<file path="config.mk">
export PLATFORM = sky130hd
export DESIGN_NAME = key_debounce_long_press_core_flat
export DESIGN_NICKNAME = d
export VERILOG_FILES = /design/src/sv/kdlp_pkg.sv /design/src/sv/kdlp_if.sv /design/src/sv/key_debounce_long_press_core.sv /design/src/flat_wrapper.sv
export VERILOG_INCLUDE_DIRS = /design/src /design/src/sv
export SDC_FILE = /design/constraint.sdc
export NUM_CORES = 1
export LEC_CHECK = 0
export BUFFER_PORTS_ARGS = -buffer_cell sky130_fd_sc_hd__buf_2
export CAP_MARGIN = 20
export CELL_PAD_IN_SITES_DETAIL_PLACEMENT = 1
export CELL_PAD_IN_SITES_GLOBAL_PLACEMENT = 1
export CORE_MARGIN = 3
export CORE_UTILIZATION = 44
export CTS_CLUSTER_SIZE = 8
export DETAILED_ROUTE_END_ITERATION = 6
export GPL_ROUTABILITY_DRIVEN = 0
export GPL_TIMING_DRIVEN = 0
export HOLD_SLACK_MARGIN = 0.06
export PLACE_DENSITY_LB_ADDON = 0.1
export REMOVE_ABC_BUFFERS = 1
export SETUP_SLACK_MARGIN = 0.3
export SYNTH_ARGS = -nofsm -noshare
export SYNTH_HDL_FRONTEND = slang
export SYNTH_SLANG_ARGS = --single-unit
</file>
<file path="constraint.sdc">
create_clock -name clk -period 12.9 [get_ports clk]
set_input_delay 2.58 -clock clk [delete_from_list [all_inputs] [get_ports clk]]
set_output_delay 2.58 -clock clk [all_outputs]
set_load 0.01 [all_outputs]
</file>
<file path="src/sv/key_debounce_long_press_core_assert.svh">
// Assertion macros shared by the key debounce RTL.
`ifndef KEY_DEBOUNCE_LONG_PRESS_CORE_ASSERT_SVH
`define KEY_DEBOUNCE_LONG_PRESS_CORE_ASSERT_SVH

// Check that a condition holds at every clock edge outside reset.
`define KDLP_ASSERT(lbl, cond, msg) \
	lbl: assert property (@(posedge clk) disable iff (!arst_n) (cond)) \
		else $error(msg);

// Check that a trigger is followed by a condition on the next edge.
`define KDLP_ASSERT_NEXT(lbl, trig, cond, msg) \
	lbl: assert property (@(posedge clk) disable iff (!arst_n) (trig) |=> (cond)) \
		else $error(msg);

`endif

</file>
<file path="src/sv/kdlp_pkg.sv">
// Types and constants of the key debounce and long-press block.
package kdlp_pkg;

	localparam int KEY_ID_W = 4;
	localparam int RAW_W    = 16;
	localparam int TIME_W   = 32;
	localparam int CNT_W    = 8;
	localparam int LONG_W   = 16;
	localparam int CFG_W    = 16;
	localparam int CFG_IDX_W = 2;

	localparam logic [CFG_IDX_W-1:0] CFG_DEBOUNCE = 2'd0;
	localparam logic [CFG_IDX_W-1:0] CFG_LONG_MS  = 2'd1;

	localparam logic [CNT_W-1:0]  DEBOUNCE_RST = 8'd2;
	localparam logic [LONG_W-1:0] LONG_MS_RST  = 16'd1000;
	localparam logic [CNT_W-1:0]  CNT_MAX      = 8'hFF;

	localparam logic EV_SHORT = 1'b0;
	localparam logic EV_LONG  = 1'b1;

	// Per-key state word kept in the state memory.
	typedef struct packed {
		logic [CNT_W-1:0]  press_cnt;
		logic [CNT_W-1:0]  rel_cnt;
		logic              down;
		logic              long_fired;
		logic [TIME_W-1:0] start_ms;
	} kdlp_entry_t;

	// One event request on its way to the output.
	typedef struct packed {
		logic [KEY_ID_W-1:0] key_id;
		logic                kind;
		logic                last;
	} kdlp_evt_t;

	function automatic logic [CNT_W-1:0] sat_inc(input logic [CNT_W-1:0] v);
		return (v == CNT_MAX) ? v : v + 1'b1;
	endfunction

endpackage

</file>
<file path="src/sv/kdlp_if.sv">
// Scan and event channel interfaces of the key debounce block.
interface kdlp_scan_if import kdlp_pkg::*; ();
	logic              valid;
	logic              ready;
	logic [RAW_W-1:0]  raw_keys;
	logic [TIME_W-1:0] now_ms;

	modport source (output valid, output raw_keys, output now_ms, input ready);
	modport sink   (input valid, input raw_keys, input now_ms, output ready);
endinterface

interface kdlp_event_if import kdlp_pkg::*; ();
	logic                valid;
	logic                ready;
	logic [KEY_ID_W-1:0] key_id;
	logic                event_kind;
	logic                last_event;

	modport source (output valid, output key_id, output event_kind, output last_event,
		input ready);
	modport sink   (input valid, input key_id, input event_kind, input last_event,
		output ready);
endinterface

</file>
<file path="src/sv/key_debounce_long_press_core.sv">
// Top level of the key debounce and short/long press detector.
//
// Usage: each request on the scan channel is one scan tick: raw_keys holds the
// raw level of every key (1 = pressed), now_ms the free-running millisecond time.
// Keys are processed one per cycle, unless the event path stalls, from a per-key
// state memory with a read port and a write port; scans may follow back to back.
// Each short or long press comes out as one request on the event channel, in
// key order; the final event of a scan carries last_event. A scan may give none.
// An event passes from the modify stage through the holding stage to the output
// register; it waits in the holding stage until the next event of its scan
// arrives or the scan's last key has passed the modify stage, which fixes last_event.
// The registers debounce_count (index 0) and long_press_ms (index 1) are written
// through cfg_wr_en, cfg_index and cfg_data; the user must write them only while the
// block is idle; the block does not enforce it. Reset clears all key state (through
// per-key valid bits, no clearing pass) and loads the register defaults. When the
// event receiver stalls, a holding stage absorbs one event; further events stall
// processing and the scan input.
module key_debounce_long_press_core
	import kdlp_pkg::*;
#(
	parameter int NUM_KEYS = 4
) (
	input  logic                 clk,
	input  logic                 arst_n,
	input  logic                 cfg_wr_en,
	input  logic [CFG_IDX_W-1:0] cfg_index,
	input  logic [CFG_W-1:0]     cfg_data,
	kdlp_scan_if.sink            scan,
	kdlp_event_if.source         evt
);

	`include "key_debounce_long_press_core_assert.svh"

	localparam int KIDX_W = (NUM_KEYS > 1) ? $clog2(NUM_KEYS) : 1;
	localparam logic [KEY_ID_W-1:0] LAST_KEY = KEY_ID_W'(NUM_KEYS - 1);

	// Configuration registers
	logic [CNT_W-1:0]  debounce_q;
	logic [LONG_W-1:0] long_ms_q;

	// Scan sequencer
	logic              scan_active_q;
	logic [KEY_ID_W-1:0] key_q;
	logic [RAW_W-1:0]  raw_q;
	logic [TIME_W-1:0] now_q;

	// Modify stage
	logic                s1_valid_q;
	logic [KEY_ID_W-1:0] key_s1;
	logic                level_s1;
	logic [TIME_W-1:0]   now_s1;
	logic                last_s1;
	kdlp_entry_t         rd_data_s1;
	logic                rd_vld_s1;
	logic                fwd_s1;
	kdlp_entry_t         fwd_data_s1;

	// State memory and valid bits
	kdlp_entry_t         mem [NUM_KEYS];
	logic [NUM_KEYS-1:0] ent_vld_q;

	// Event holding and output stages
	logic      pend_valid_q;
	kdlp_evt_t pend_q;
	logic      out_valid_q;
	kdlp_evt_t out_q;

	logic              issue;
	logic              key_last;
	logic              stall;
	logic              s1_adv;
	logic              out_free;
	logic              pend_move;
	logic              has_evt;
	logic              evt_kind;
	logic [KIDX_W-1:0] rd_addr;
	logic [KIDX_W-1:0] wr_addr;
	kdlp_entry_t       cur;
	kdlp_entry_t       nxt;
	logic [TIME_W-1:0] held;

	// Write configuration registers
	always_ff @(posedge clk or negedge arst_n) begin
		if (!arst_n) begin
			debounce_q <= DEBOUNCE_RST;
			long_ms_q  <= LONG_MS_RST;
		end else if (cfg_wr_en) begin
			case (cfg_index)
				CFG_DEBOUNCE: debounce_q <= cfg_data[CNT_W-1:0];
				CFG_LONG_MS:  long_ms_q  <= cfg_data[LONG_W-1:0];
				default: ;
			endcase
		end
	end

	// Pick the current state word: forwarded, stored or reset value
	always_comb begin
		if (fwd_s1) begin
			cur = fwd_data_s1;
		end else if (rd_vld_s1) begin
			cur = rd_data_s1;
		end else begin
			cur = '0;
		end
	end

	// Update one key's state and decide on an event
	always_comb begin
		nxt      = cur;
		has_evt  = 1'b0;
		evt_kind = EV_SHORT;
		held     = now_s1 - cur.start_ms;
		if (level_s1) begin
			nxt.rel_cnt = '0;
			if (!cur.down) begin
				nxt.press_cnt = sat_inc(cur.press_cnt);
				if (nxt.press_cnt >= debounce_q) begin
					nxt.down       = 1'b1;
					nxt.long_fired = 1'b0;
					nxt.start_ms   = now_s1;
				end
			end else if (!cur.long_fired) begin
				if (held >= {{(TIME_W-LONG_W){1'b0}}, long_ms_q}) begin
					nxt.long_fired = 1'b1;
					has_evt        = 1'b1;
					evt_kind       = EV_LONG;
				end
			end
		end else begin
			nxt.press_cnt = '0;
			if (cur.down) begin
				nxt.rel_cnt = sat_inc(cur.rel_cnt);
				if (nxt.rel_cnt >= debounce_q) begin
					has_evt  = !cur.long_fired;
					evt_kind = EV_SHORT;
					nxt.down = 1'b0;
				end
			end
		end
	end

	// Flow control between the stages
	assign out_free  = !out_valid_q || evt.ready;
	assign pend_move = pend_valid_q && out_free && (pend_q.last || (s1_valid_q && has_evt));
	assign stall     = s1_valid_q && has_evt && pend_valid_q && !pend_move;
	assign s1_adv    = s1_valid_q && !stall;
	assign issue     = scan_active_q && !stall;
	assign key_last  = (key_q == LAST_KEY);
	assign rd_addr   = key_q[KIDX_W-1:0];
	assign wr_addr   = key_s1[KIDX_W-1:0];
	assign scan.ready = !scan_active_q || (issue && key_last);

	// Accept scans and step through the keys
	always_ff @(posedge clk or negedge arst_n) begin
		if (!arst_n) begin
			scan_active_q <= 1'b0;
			key_q         <= '0;
		end else if (scan.valid && scan.ready) begin
			scan_active_q <= 1'b1;
			key_q         <= '0;
		end else if (issue) begin
			key_q <= key_q + 1'b1;
			if (key_last) begin
				scan_active_q <= 1'b0;
			end
		end
	end

	// Hold the scan payload
	always_ff @(posedge clk) begin
		if (scan.valid && scan.ready) begin
			raw_q <= scan.raw_keys;
			now_q <= scan.now_ms;
		end
	end

	// Read and write the state memory
	always_ff @(posedge clk) begin
		if (issue) begin
			rd_data_s1 <= mem[rd_addr];
		end
		if (s1_adv) begin
			mem[wr_addr] <= nxt;
		end
	end

	// Mark entries written since reset
	always_ff @(posedge clk or negedge arst_n) begin
		if (!arst_n) begin
			ent_vld_q <= '0;
		end else if (s1_adv) begin
			ent_vld_q[wr_addr] <= 1'b1;
		end
	end

	// Load the modify stage
	always_ff @(posedge clk or negedge arst_n) begin
		if (!arst_n) begin
			s1_valid_q <= 1'b0;
			fwd_s1     <= 1'b0;
			rd_vld_s1  <= 1'b0;
		end else if (issue) begin
			s1_valid_q <= 1'b1;
			fwd_s1     <= s1_adv && (wr_addr == rd_addr);
			rd_vld_s1  <= ent_vld_q[rd_addr];
		end else if (s1_adv) begin
			s1_valid_q <= 1'b0;
		end
	end

	always_ff @(posedge clk) begin
		if (issue) begin
			key_s1      <= key_q;
			level_s1    <= raw_q[key_q];
			now_s1      <= now_q;
			last_s1     <= key_last;
			fwd_data_s1 <= nxt;
		end
	end

	// Hold the latest event until its successor or the scan end is known
	always_ff @(posedge clk or negedge arst_n) begin
		if (!arst_n) begin
			pend_valid_q <= 1'b0;
			pend_q       <= '0;
		end else if (s1_adv && has_evt) begin
			pend_valid_q  <= 1'b1;
			pend_q.key_id <= key_s1;
			pend_q.kind   <= evt_kind;
			pend_q.last   <= last_s1;
		end else if (pend_move) begin
			pend_valid_q <= 1'b0;
		end else if (s1_adv && last_s1 && pend_valid_q) begin
			pend_q.last <= 1'b1;
		end
	end

	// Drive the output register
	always_ff @(posedge clk or negedge arst_n) begin
		if (!arst_n) begin
			out_valid_q <= 1'b0;
		end else if (pend_move) begin
			out_valid_q <= 1'b1;
		end else if (evt.ready) begin
			out_valid_q <= 1'b0;
		end
	end

	always_ff @(posedge clk) begin
		if (pend_move) begin
			out_q <= pend_q;
		end
	end

	assign evt.valid      = out_valid_q;
	assign evt.key_id     = out_q.key_id;
	assign evt.event_kind = out_q.kind;
	assign evt.last_event = out_q.last;

	// Checks
	`KDLP_ASSERT(a_ready_mid_scan, !(scan.ready && scan_active_q) || (issue && key_last),
		"scan accepted before the current scan finished issuing")
	`KDLP_ASSERT_NEXT(a_fwd_same_key, issue && s1_adv && (wr_addr == rd_addr), fwd_s1,
		"read of a key being written did not forward")
	`KDLP_ASSERT(a_stall_blocks_write, !stall || !s1_adv,
		"modify stage wrote back while stalled")
	`KDLP_ASSERT_NEXT(a_pend_leaves, pend_move, out_valid_q,
		"held event moved but output register stayed empty")

endmodule
</file>
<file path="src/flat_wrapper.sv">
// flat-port wrapper written by rule: the top's interface ports become plain ports
module key_debounce_long_press_core_flat import kdlp_pkg::*;
#(
	parameter int NUM_KEYS = 4
)
  (clk, arst_n, cfg_wr_en, cfg_index, cfg_data, scan_valid, scan_raw_keys, scan_now_ms, scan_ready, evt_valid, evt_key_id, evt_event_kind, evt_last_event, evt_ready);
  kdlp_scan_if scan_i ();
  kdlp_event_if evt_i ();
  input  logic clk;
  input  logic arst_n;
  input  logic cfg_wr_en;
  input  logic [CFG_IDX_W-1:0] cfg_index;
  input  logic [CFG_W-1:0] cfg_data;
  input wire logic [$bits(scan_i.valid)-1:0] scan_valid;
  input wire logic [$bits(scan_i.raw_keys)-1:0] scan_raw_keys;
  input wire logic [$bits(scan_i.now_ms)-1:0] scan_now_ms;
  output wire logic [$bits(scan_i.ready)-1:0] scan_ready;
  output wire logic [$bits(evt_i.valid)-1:0] evt_valid;
  output wire logic [$bits(evt_i.key_id)-1:0] evt_key_id;
  output wire logic [$bits(evt_i.event_kind)-1:0] evt_event_kind;
  output wire logic [$bits(evt_i.last_event)-1:0] evt_last_event;
  input wire logic [$bits(evt_i.ready)-1:0] evt_ready;
  assign scan_i.valid = scan_valid;
  assign scan_i.raw_keys = scan_raw_keys;
  assign scan_i.now_ms = scan_now_ms;
  assign scan_ready = scan_i.ready;
  assign evt_valid = evt_i.valid;
  assign evt_key_id = evt_i.key_id;
  assign evt_event_kind = evt_i.event_kind;
  assign evt_last_event = evt_i.last_event;
  assign evt_i.ready = evt_ready;
  key_debounce_long_press_core #(.NUM_KEYS(NUM_KEYS)) u_core (.clk(clk), .arst_n(arst_n), .cfg_wr_en(cfg_wr_en), .cfg_index(cfg_index), .cfg_data(cfg_data), .scan(scan_i), .evt(evt_i));
endmodule
</file>
### Word-level counts from Yosys, hierarchy flattened

Memory sizes are Yosys's and may differ from the RTL's. A register that Yosys moved wholly into a read port is not among the register bits.
Index checks and enable logic that the tools add are counted.
Widths: inputs -> output; s select.

| storage, ports and cells | value |
|---|---|
| register bits after elaboration | 186 |
| memory bits (writable) | 200 |
| output and inout port bits | 8 |
| word-level logic and storage cells | 122 |
| memories | 1 |

| operators by class | value |
|---|---|
| add/sub/neg operators | 4 |
| $lt $le $gt $ge | 7 |
| eq/ne operators | 6 |
| mux-type cells | 43 |
| bitwise operators | 1 |
| reductions and logical operators | 33 |

Memories:

| memory | depth | bits a word | read ports | clocked after memory_dff | wr ports | RTL line | source |
|---|---|---|---|---|---|---|---|
| u_core.mem | 4 | 50 | 1 | 1 | 1 | key_debounce_long_press_core.sv:59 | `kdlp_entry_t mem [NUM_KEYS];` |

Operators with widths:

| operator | number |
|---|---|
| $mux 50 | 2 |
| $mux 34 | 1 |
| $mux 33 | 1 |
| $ge 32x16->1 | 1 |
| $mux 32 | 1 |
| $sub 32x32->32 | 1 |
| $mux 1 | 28 |
| $mux 8 | 3 |
| $mux 17 | 1 |
| $add 8x1->8 const B | 2 |
| $eq 8x8->1 const B | 2 |
| $ge 8x8->1 | 2 |
| $logic_and 1x1->1 | 14 |
| $reduce_bool 2->1 | 6 |
| $mux 9 | 1 |
| $mux 4 | 2 |
| $reduce_and 2->1 | 4 |
| $lt 2x3->1 const B | 2 |
| $logic_not 1->1 | 5 |
| $lt 4x5->1 const B | 1 |
| $add 4x1->4 const B | 1 |
| $bmux 1 s4 | 1 |
| $eq 4x2->1 const B | 1 |
| $or 4x4->4 | 1 |
| other kinds (8) | 10 |

### Depth between registers and ports, before layout

| logic depth | value |
|---|---|
| depth in word-level cells | 20 |
| gate-level depth with buffers | 33 |
| depth with buffers taken out | 25 |

### Worst setup path before layout

OpenSTA, ideal clock, no wires.

| timing path | value |
|---|---|
| kind | flip-flop to flip-flop |
| from | register u_core.fwd_s1 |
| to | register u_core.fwd_s1 |
| setup time | 97 ps |
| arrival time | 13,384 ps |
| data required time | 12,803 ps |
| path slack | -581 ps |
| stages on the path, launching flop included | 32 |
| buffers on the path | 7 |
| period minus slack after synthesis | 13,481 ps |
| path through | dfrtp_1 -> buf_4 -> buf_6 -> buf_2 -> clkbuf_1 -> nor2b_1 -> clkbuf_1 -> clkbuf_1 -> buf_1 -> a22o_1 -> ha_1 -> inv_1 -> ha_1 -> a221o_1 -> a31o_1 -> and2_1 -> maj3_1 -> maj3_1 -> nor2_1 -> nor2_1 -> ha_1 -> a21o_1 -> a221oi_1 -> a2111oi_0 -> a311oi_1 -> nand4_1 -> or4_1 -> a2111oi_4 -> nand4b_1 -> and2_4 -> nor2b_1 -> mux2_2 |

| on the way | value |
|---|---|
| elaborated cells on any way between the ends | 24 |

RTL lines:

| element | RTL line | source |
|---|---|---|
| start, declared | key_debounce_long_press_core.sv:55 | `logic fwd_s1;` |
| start signal, assigned | key_debounce_long_press_core.sv:204 | `fwd_s1 <= s1_adv && (wr_addr == rd_addr);` |
| $mux 50 * | key_debounce_long_press_core.sv:98 | `if (fwd_s1) begin` |
| $sub 32x32->32 (tied with other cells) | key_debounce_long_press_core.sv:112 | `held = now_s1 - cur.start_ms;` |
| $ge 32x16->1 / $mux 8 (equally long branches) | key_debounce_long_press_core.sv:123, kdlp_pkg.sv:39 |  |
| $mux 1 / $ge 8x8->1 (equally long branches) | key_debounce_long_press_core.sv:123, key_debounce_long_press_core.sv:133 |  |
| $mux 1 (on tied branches) | key_debounce_long_press_core.sv:122, key_debounce_long_press_core.sv:133 |  |
| $mux 1 (on tied branches) | key_debounce_long_press_core.sv:115, key_debounce_long_press_core.sv:131 |  |
| $mux 1 * | key_debounce_long_press_core.sv:113 | `if (level_s1) begin` |
| $logic_and 1x1->1 * | key_debounce_long_press_core.sv:144, key_debounce_long_press_core.sv:145 |  |
| $logic_or 1x1->1 | key_debounce_long_press_core.sv:144 | `assign pend_move = pend_valid_q && out_free && (pend_q.last \|\| (s1_valid_q && has_evt));` |
| $logic_and 1x1->1 | key_debounce_long_press_core.sv:144 |  |
| $logic_not 1->1 | key_debounce_long_press_core.sv:145 | `assign stall = s1_valid_q && has_evt && pend_valid_q && !pend_move;` |
| $logic_and 1x1->1 * | key_debounce_long_press_core.sv:145 |  |
| $logic_not 1->1 * | key_debounce_long_press_core.sv:147 | `assign issue = scan_active_q && !stall;` |
| $logic_and 1x1->1 * | key_debounce_long_press_core.sv:147 |  |
| named net u_core.issue | key_debounce_long_press_core.sv:68 | `logic issue;` |

Mark *: on every way through the listed nets, which the timed path passes. The rest lies on a longest branch.
A chain may end at the register's enable or synchronous reset.

### Final worst setup path

| timing path | value |
|---|---|
| from | register u_core.rd_vld_s1 |
| to | output scan_ready |

| on the way | value |
|---|---|
| longest elaborated chain between the ends | 17 |
| elaborated cells on any way between the ends | 25 |

Ends and longest elaborated chain:

| element | RTL line | source |
|---|---|---|
| start, declared | key_debounce_long_press_core.sv:54 | `logic rd_vld_s1;` |
| start signal, assigned | key_debounce_long_press_core.sv:205 | `rd_vld_s1 <= ent_vld_q[rd_addr];` |
| $mux 50 * | key_debounce_long_press_core.sv:100 | `end else if (rd_vld_s1) begin` |
| $mux 50 * | key_debounce_long_press_core.sv:98 |  |
| $sub 32x32->32 (tied with other cells) | key_debounce_long_press_core.sv:112 |  |
| $ge 32x16->1 / $mux 8 (equally long branches) | key_debounce_long_press_core.sv:123, kdlp_pkg.sv:39 |  |
| $mux 1 / $ge 8x8->1 (equally long branches) | key_debounce_long_press_core.sv:123, key_debounce_long_press_core.sv:133 |  |
| $mux 1 (on tied branches) | key_debounce_long_press_core.sv:122, key_debounce_long_press_core.sv:133 |  |
| $mux 1 (on tied branches) | key_debounce_long_press_core.sv:115, key_debounce_long_press_core.sv:131 |  |
| $mux 1 * | key_debounce_long_press_core.sv:113 |  |
| $logic_and 1x1->1 * | key_debounce_long_press_core.sv:144, key_debounce_long_press_core.sv:145 |  |
| $logic_or 1x1->1 | key_debounce_long_press_core.sv:144 |  |
| $logic_and 1x1->1 | key_debounce_long_press_core.sv:144 |  |
| $logic_not 1->1 | key_debounce_long_press_core.sv:145 |  |
| $logic_and 1x1->1 * | key_debounce_long_press_core.sv:145 |  |
| $logic_not 1->1 * | key_debounce_long_press_core.sv:147 |  |
| $logic_and 1x1->1 * | key_debounce_long_press_core.sv:147 |  |
| $logic_and 1x1->1 * | key_debounce_long_press_core.sv:151 | `assign scan.ready = !scan_active_q \|\| (issue && key_last);` |
| $logic_or 1x1->1 * | key_debounce_long_press_core.sv:151 |  |
| end, declared | flat_wrapper.sv:17 | `output wire logic [$bits(scan_i.ready)-1:0] scan_ready;` |

Every way passes the cells marked *; elsewhere a longest branch is shown, timed or not.

==> impl_results.md <==
- CTS tree: done
- Clock transition at path regs: 50 ps
- Tot GR Track Use: 20.9%
- Least-Margin Pin Slew: 993 ps
- CTS HTree Levels: 2
- CTS sink count: about 440
- Buffer and inverter count on the worst path: 4
- Top Family by Delay on Critical Path: compound AO/OA/AOI/OAI gates
- Slowest library cell on the worst path: dfrtp_1
- Post-synthesis cell type count: 91
- Boundary pin count: 79
- Met2 wire len: ~25 mm
- Fin crit share: just under 80%
- CTS Root Buffer Type: clkbuf_16
- Synth Area per Inst: approximately 15 um^2
- MaxCap Viol Count: 0
- CTS Hold Bufs: 0
- Endpoint class of the critical path: output port
- Clock Path Buffers: 3
- Ys flop type: edfxtp_1
- Final nets: 1628
- RSZ-0062 raised after global routing: no
- TritonCTS Buffers: 61
- Routed wire length: roughly 50 mm
- Outcome: complete, no violations
- First-pass GRT wire length: between 70 and 80 mm
- Area Growth Syn to Fin: 16.2%
- Fraction of layout cells with a size suffix above 1: 19.8%
- CP Launch Type: flop
- Setup-failing EPs final: 0
- Clk_skew: 76.0 ps
- Met3 WL post-DR: about 1.7 mm
- Peak Freq: slightly below 0.1 GHz
- WL per Instance: 23.1 um
- Initial Util: a little under half
- Register bit count reported by yosys: about 440
- Initial antenna violation count: 1
- Crit Path Max Fanout: 27
- CP Class: flop to output port
- Port bufs: about 80
- Post-CTS setup buffers: 0
- Antenna diodes: 0
- EDFF count, synth: approximately 400
- Post-Route M1 WL: roughly 22 mm
- Mapped Cells: about 1.4k
- Top Metal Used: met4
- CP peak stage delay: approximately 630 ps
- Final Max Tran Viols: 0
- Vias in the first global route: ~13k
- Die W: roughly 220 um
- Sequential share of the synthesized area: a little under two thirds
- Chip Height: 220 um
- Clk_lat worst skew: ~650 ps
- Via count: 12.4k
- # fillers: 4326
- Commonest non-fill, non-tap cell in the layout: edfxtp_1
- PostCTS Resize Cnt: 0
- Relative slew slack: about a third
- Largest net degree at the start of global routing: 87
- Post-Syn Area: roughly 20000 um^2
- Final Critical Period: just over 10000 ps
- Req. time, crit path: about 10000 ps
- Vias per inst: 5.78
- Most frequent CP cell: ha_1
- # DRC: 0
- Die ar.: roughly 48000 um^2
- Placed Instances: a little over 2k
- Site Rows: between 70 and 80
- Worst EP arrival: around 7600 ps
- DR pass1 iterations: 5
- Yosys warnings: 0
- Fin. Hold Viols: 0
- Hold Crit Class: flop to flop
- Commonest non-fill, non-tap cells in the layout: 392 x edfxtp_1, 96 x nand2_1, 79 x buf_2
- Grt ovf: 0
- Number of routed nets with antenna violations: 0
- Async SR Flop Fraction: 10.1%
- Core area: approximately 45000 um^2
- Detailed placement HPWL: approximately 35 mm
- Starting DRC count in detailed routing: 790
- Non-Filler Instances: around 2.1k
## per-layer routing
| metal | vias to the layer above | global-route usage (%) |
|---|---|---|
| li1 | 5674 | - |
| met1 | 6349 | 27.5 |
| met2 | 247 | 35.9 |
| met3 | 84 | 3.06 |
| met4 | 0 | 6.55 |
| met5 | - | 0 |
## state kept, by name, indices dropped and copies added, names as in the netlist, 6 cells and up
signal              count
u_core.long_ms_q       16
u_core.fwd_data_s1     50
u_core.pend_q           6
u_core.rd_data_s1      50
u_core.now_q           32
u_core.mem            200
u_core.raw_q           16
u_core.debounce_q       8
u_core.now_s1          32
## area by class of cell
class / instances / area, um^2 / area share, %
timing repair buffer: 110 / 916 / 3.91
multi-input combinational: 830 / 6880 / 29.3
tap: 592 / 741 / 3.16
clock inverter: 6 / 106 / 0.454
sequential: 436 / 12900 / 55.0
inverter: 62 / 233 / 0.992
clock buffer: 103 / 1680 / 7.18
## synth_stat cells (9+ instances only)
master    instances  share of area, %
edfxtp_1        392                58
nand2_1          96               1.8
nor2_1           64               1.2
inv_1            62               1.2
a21oi_1          58               1.4
ha_1             56               3.5
mux4_2           53               5.9
dfrtp_1          37               4.6
clkbuf_1         36              0.67
o21ai_0          35              0.87
a22oi_1          33               1.2
mux2i_1          32               1.6
mux2_2           30               1.7
a21o_1           23              0.86
xnor2_1          22              0.95
nor3_1           20              0.50
o21a_1           20              0.74
and3b_1          18              0.78
nand3_1          17              0.42
nor2b_1          15              0.47
nand4_1          13              0.40
nand2b_1         12              0.37
and3_1           11              0.34
nand3b_1         11              0.41
xor2_1           10              0.43
a211oi_1          9              0.33
buf_1             9              0.17
or3_1             9              0.28
## path summary, 6_finish.rpt
path,endpoint,slack [ps],cells past startpoint,from
min in group asynchronous,u_core.pend_q[3],1920,1,arst_n
worst max-delay path,scan_ready,2760,26,u_core.rd_vld_s1
worst min register to register,u_core.now_s1[24],410,0,u_core.now_q[24]
worst min-delay path,u_core.now_s1[24],410,0,u_core.now_q[24]
max in group asynchronous,u_core.long_ms_q[5],10350,2,arst_n
worst max register to register,u_core.now_q[10],4760,26,u_core.rd_vld_s1
## cells by family (layout without fill, tap and decap cells)
family,Yosys count,after routing,synth area share (%)
buf+inv,118,281,2.38
mux,115,115,9.18
flops,436,436,63.8
fa+ha+maj,66,66,3.98
simple gates,340,340,9.16
xor+xnor,32,32,1.39
compound gates,277,277,10.1
## through the flow
step	setup WS, ps	hold WS, ps	instance area (um^2)	utilization (%)	setup TNS [ps]
2_1_floorplan	-1550	400	19900	-	-166660
3_3_place_gp	-9810	401	21100	47.0	-2446130
3_5_place_dp	3370	405	21700	48.3	0
4_1_cts	2670	416	23400	52.3	0
5_1_grt	2330	422	23400	52.3	0
6_report	2760	415	23400	52.3	0
Power is left out: the tool's default activity adds up to more than one toggle a clock period on the data nets, which glitch-free logic cannot reach.
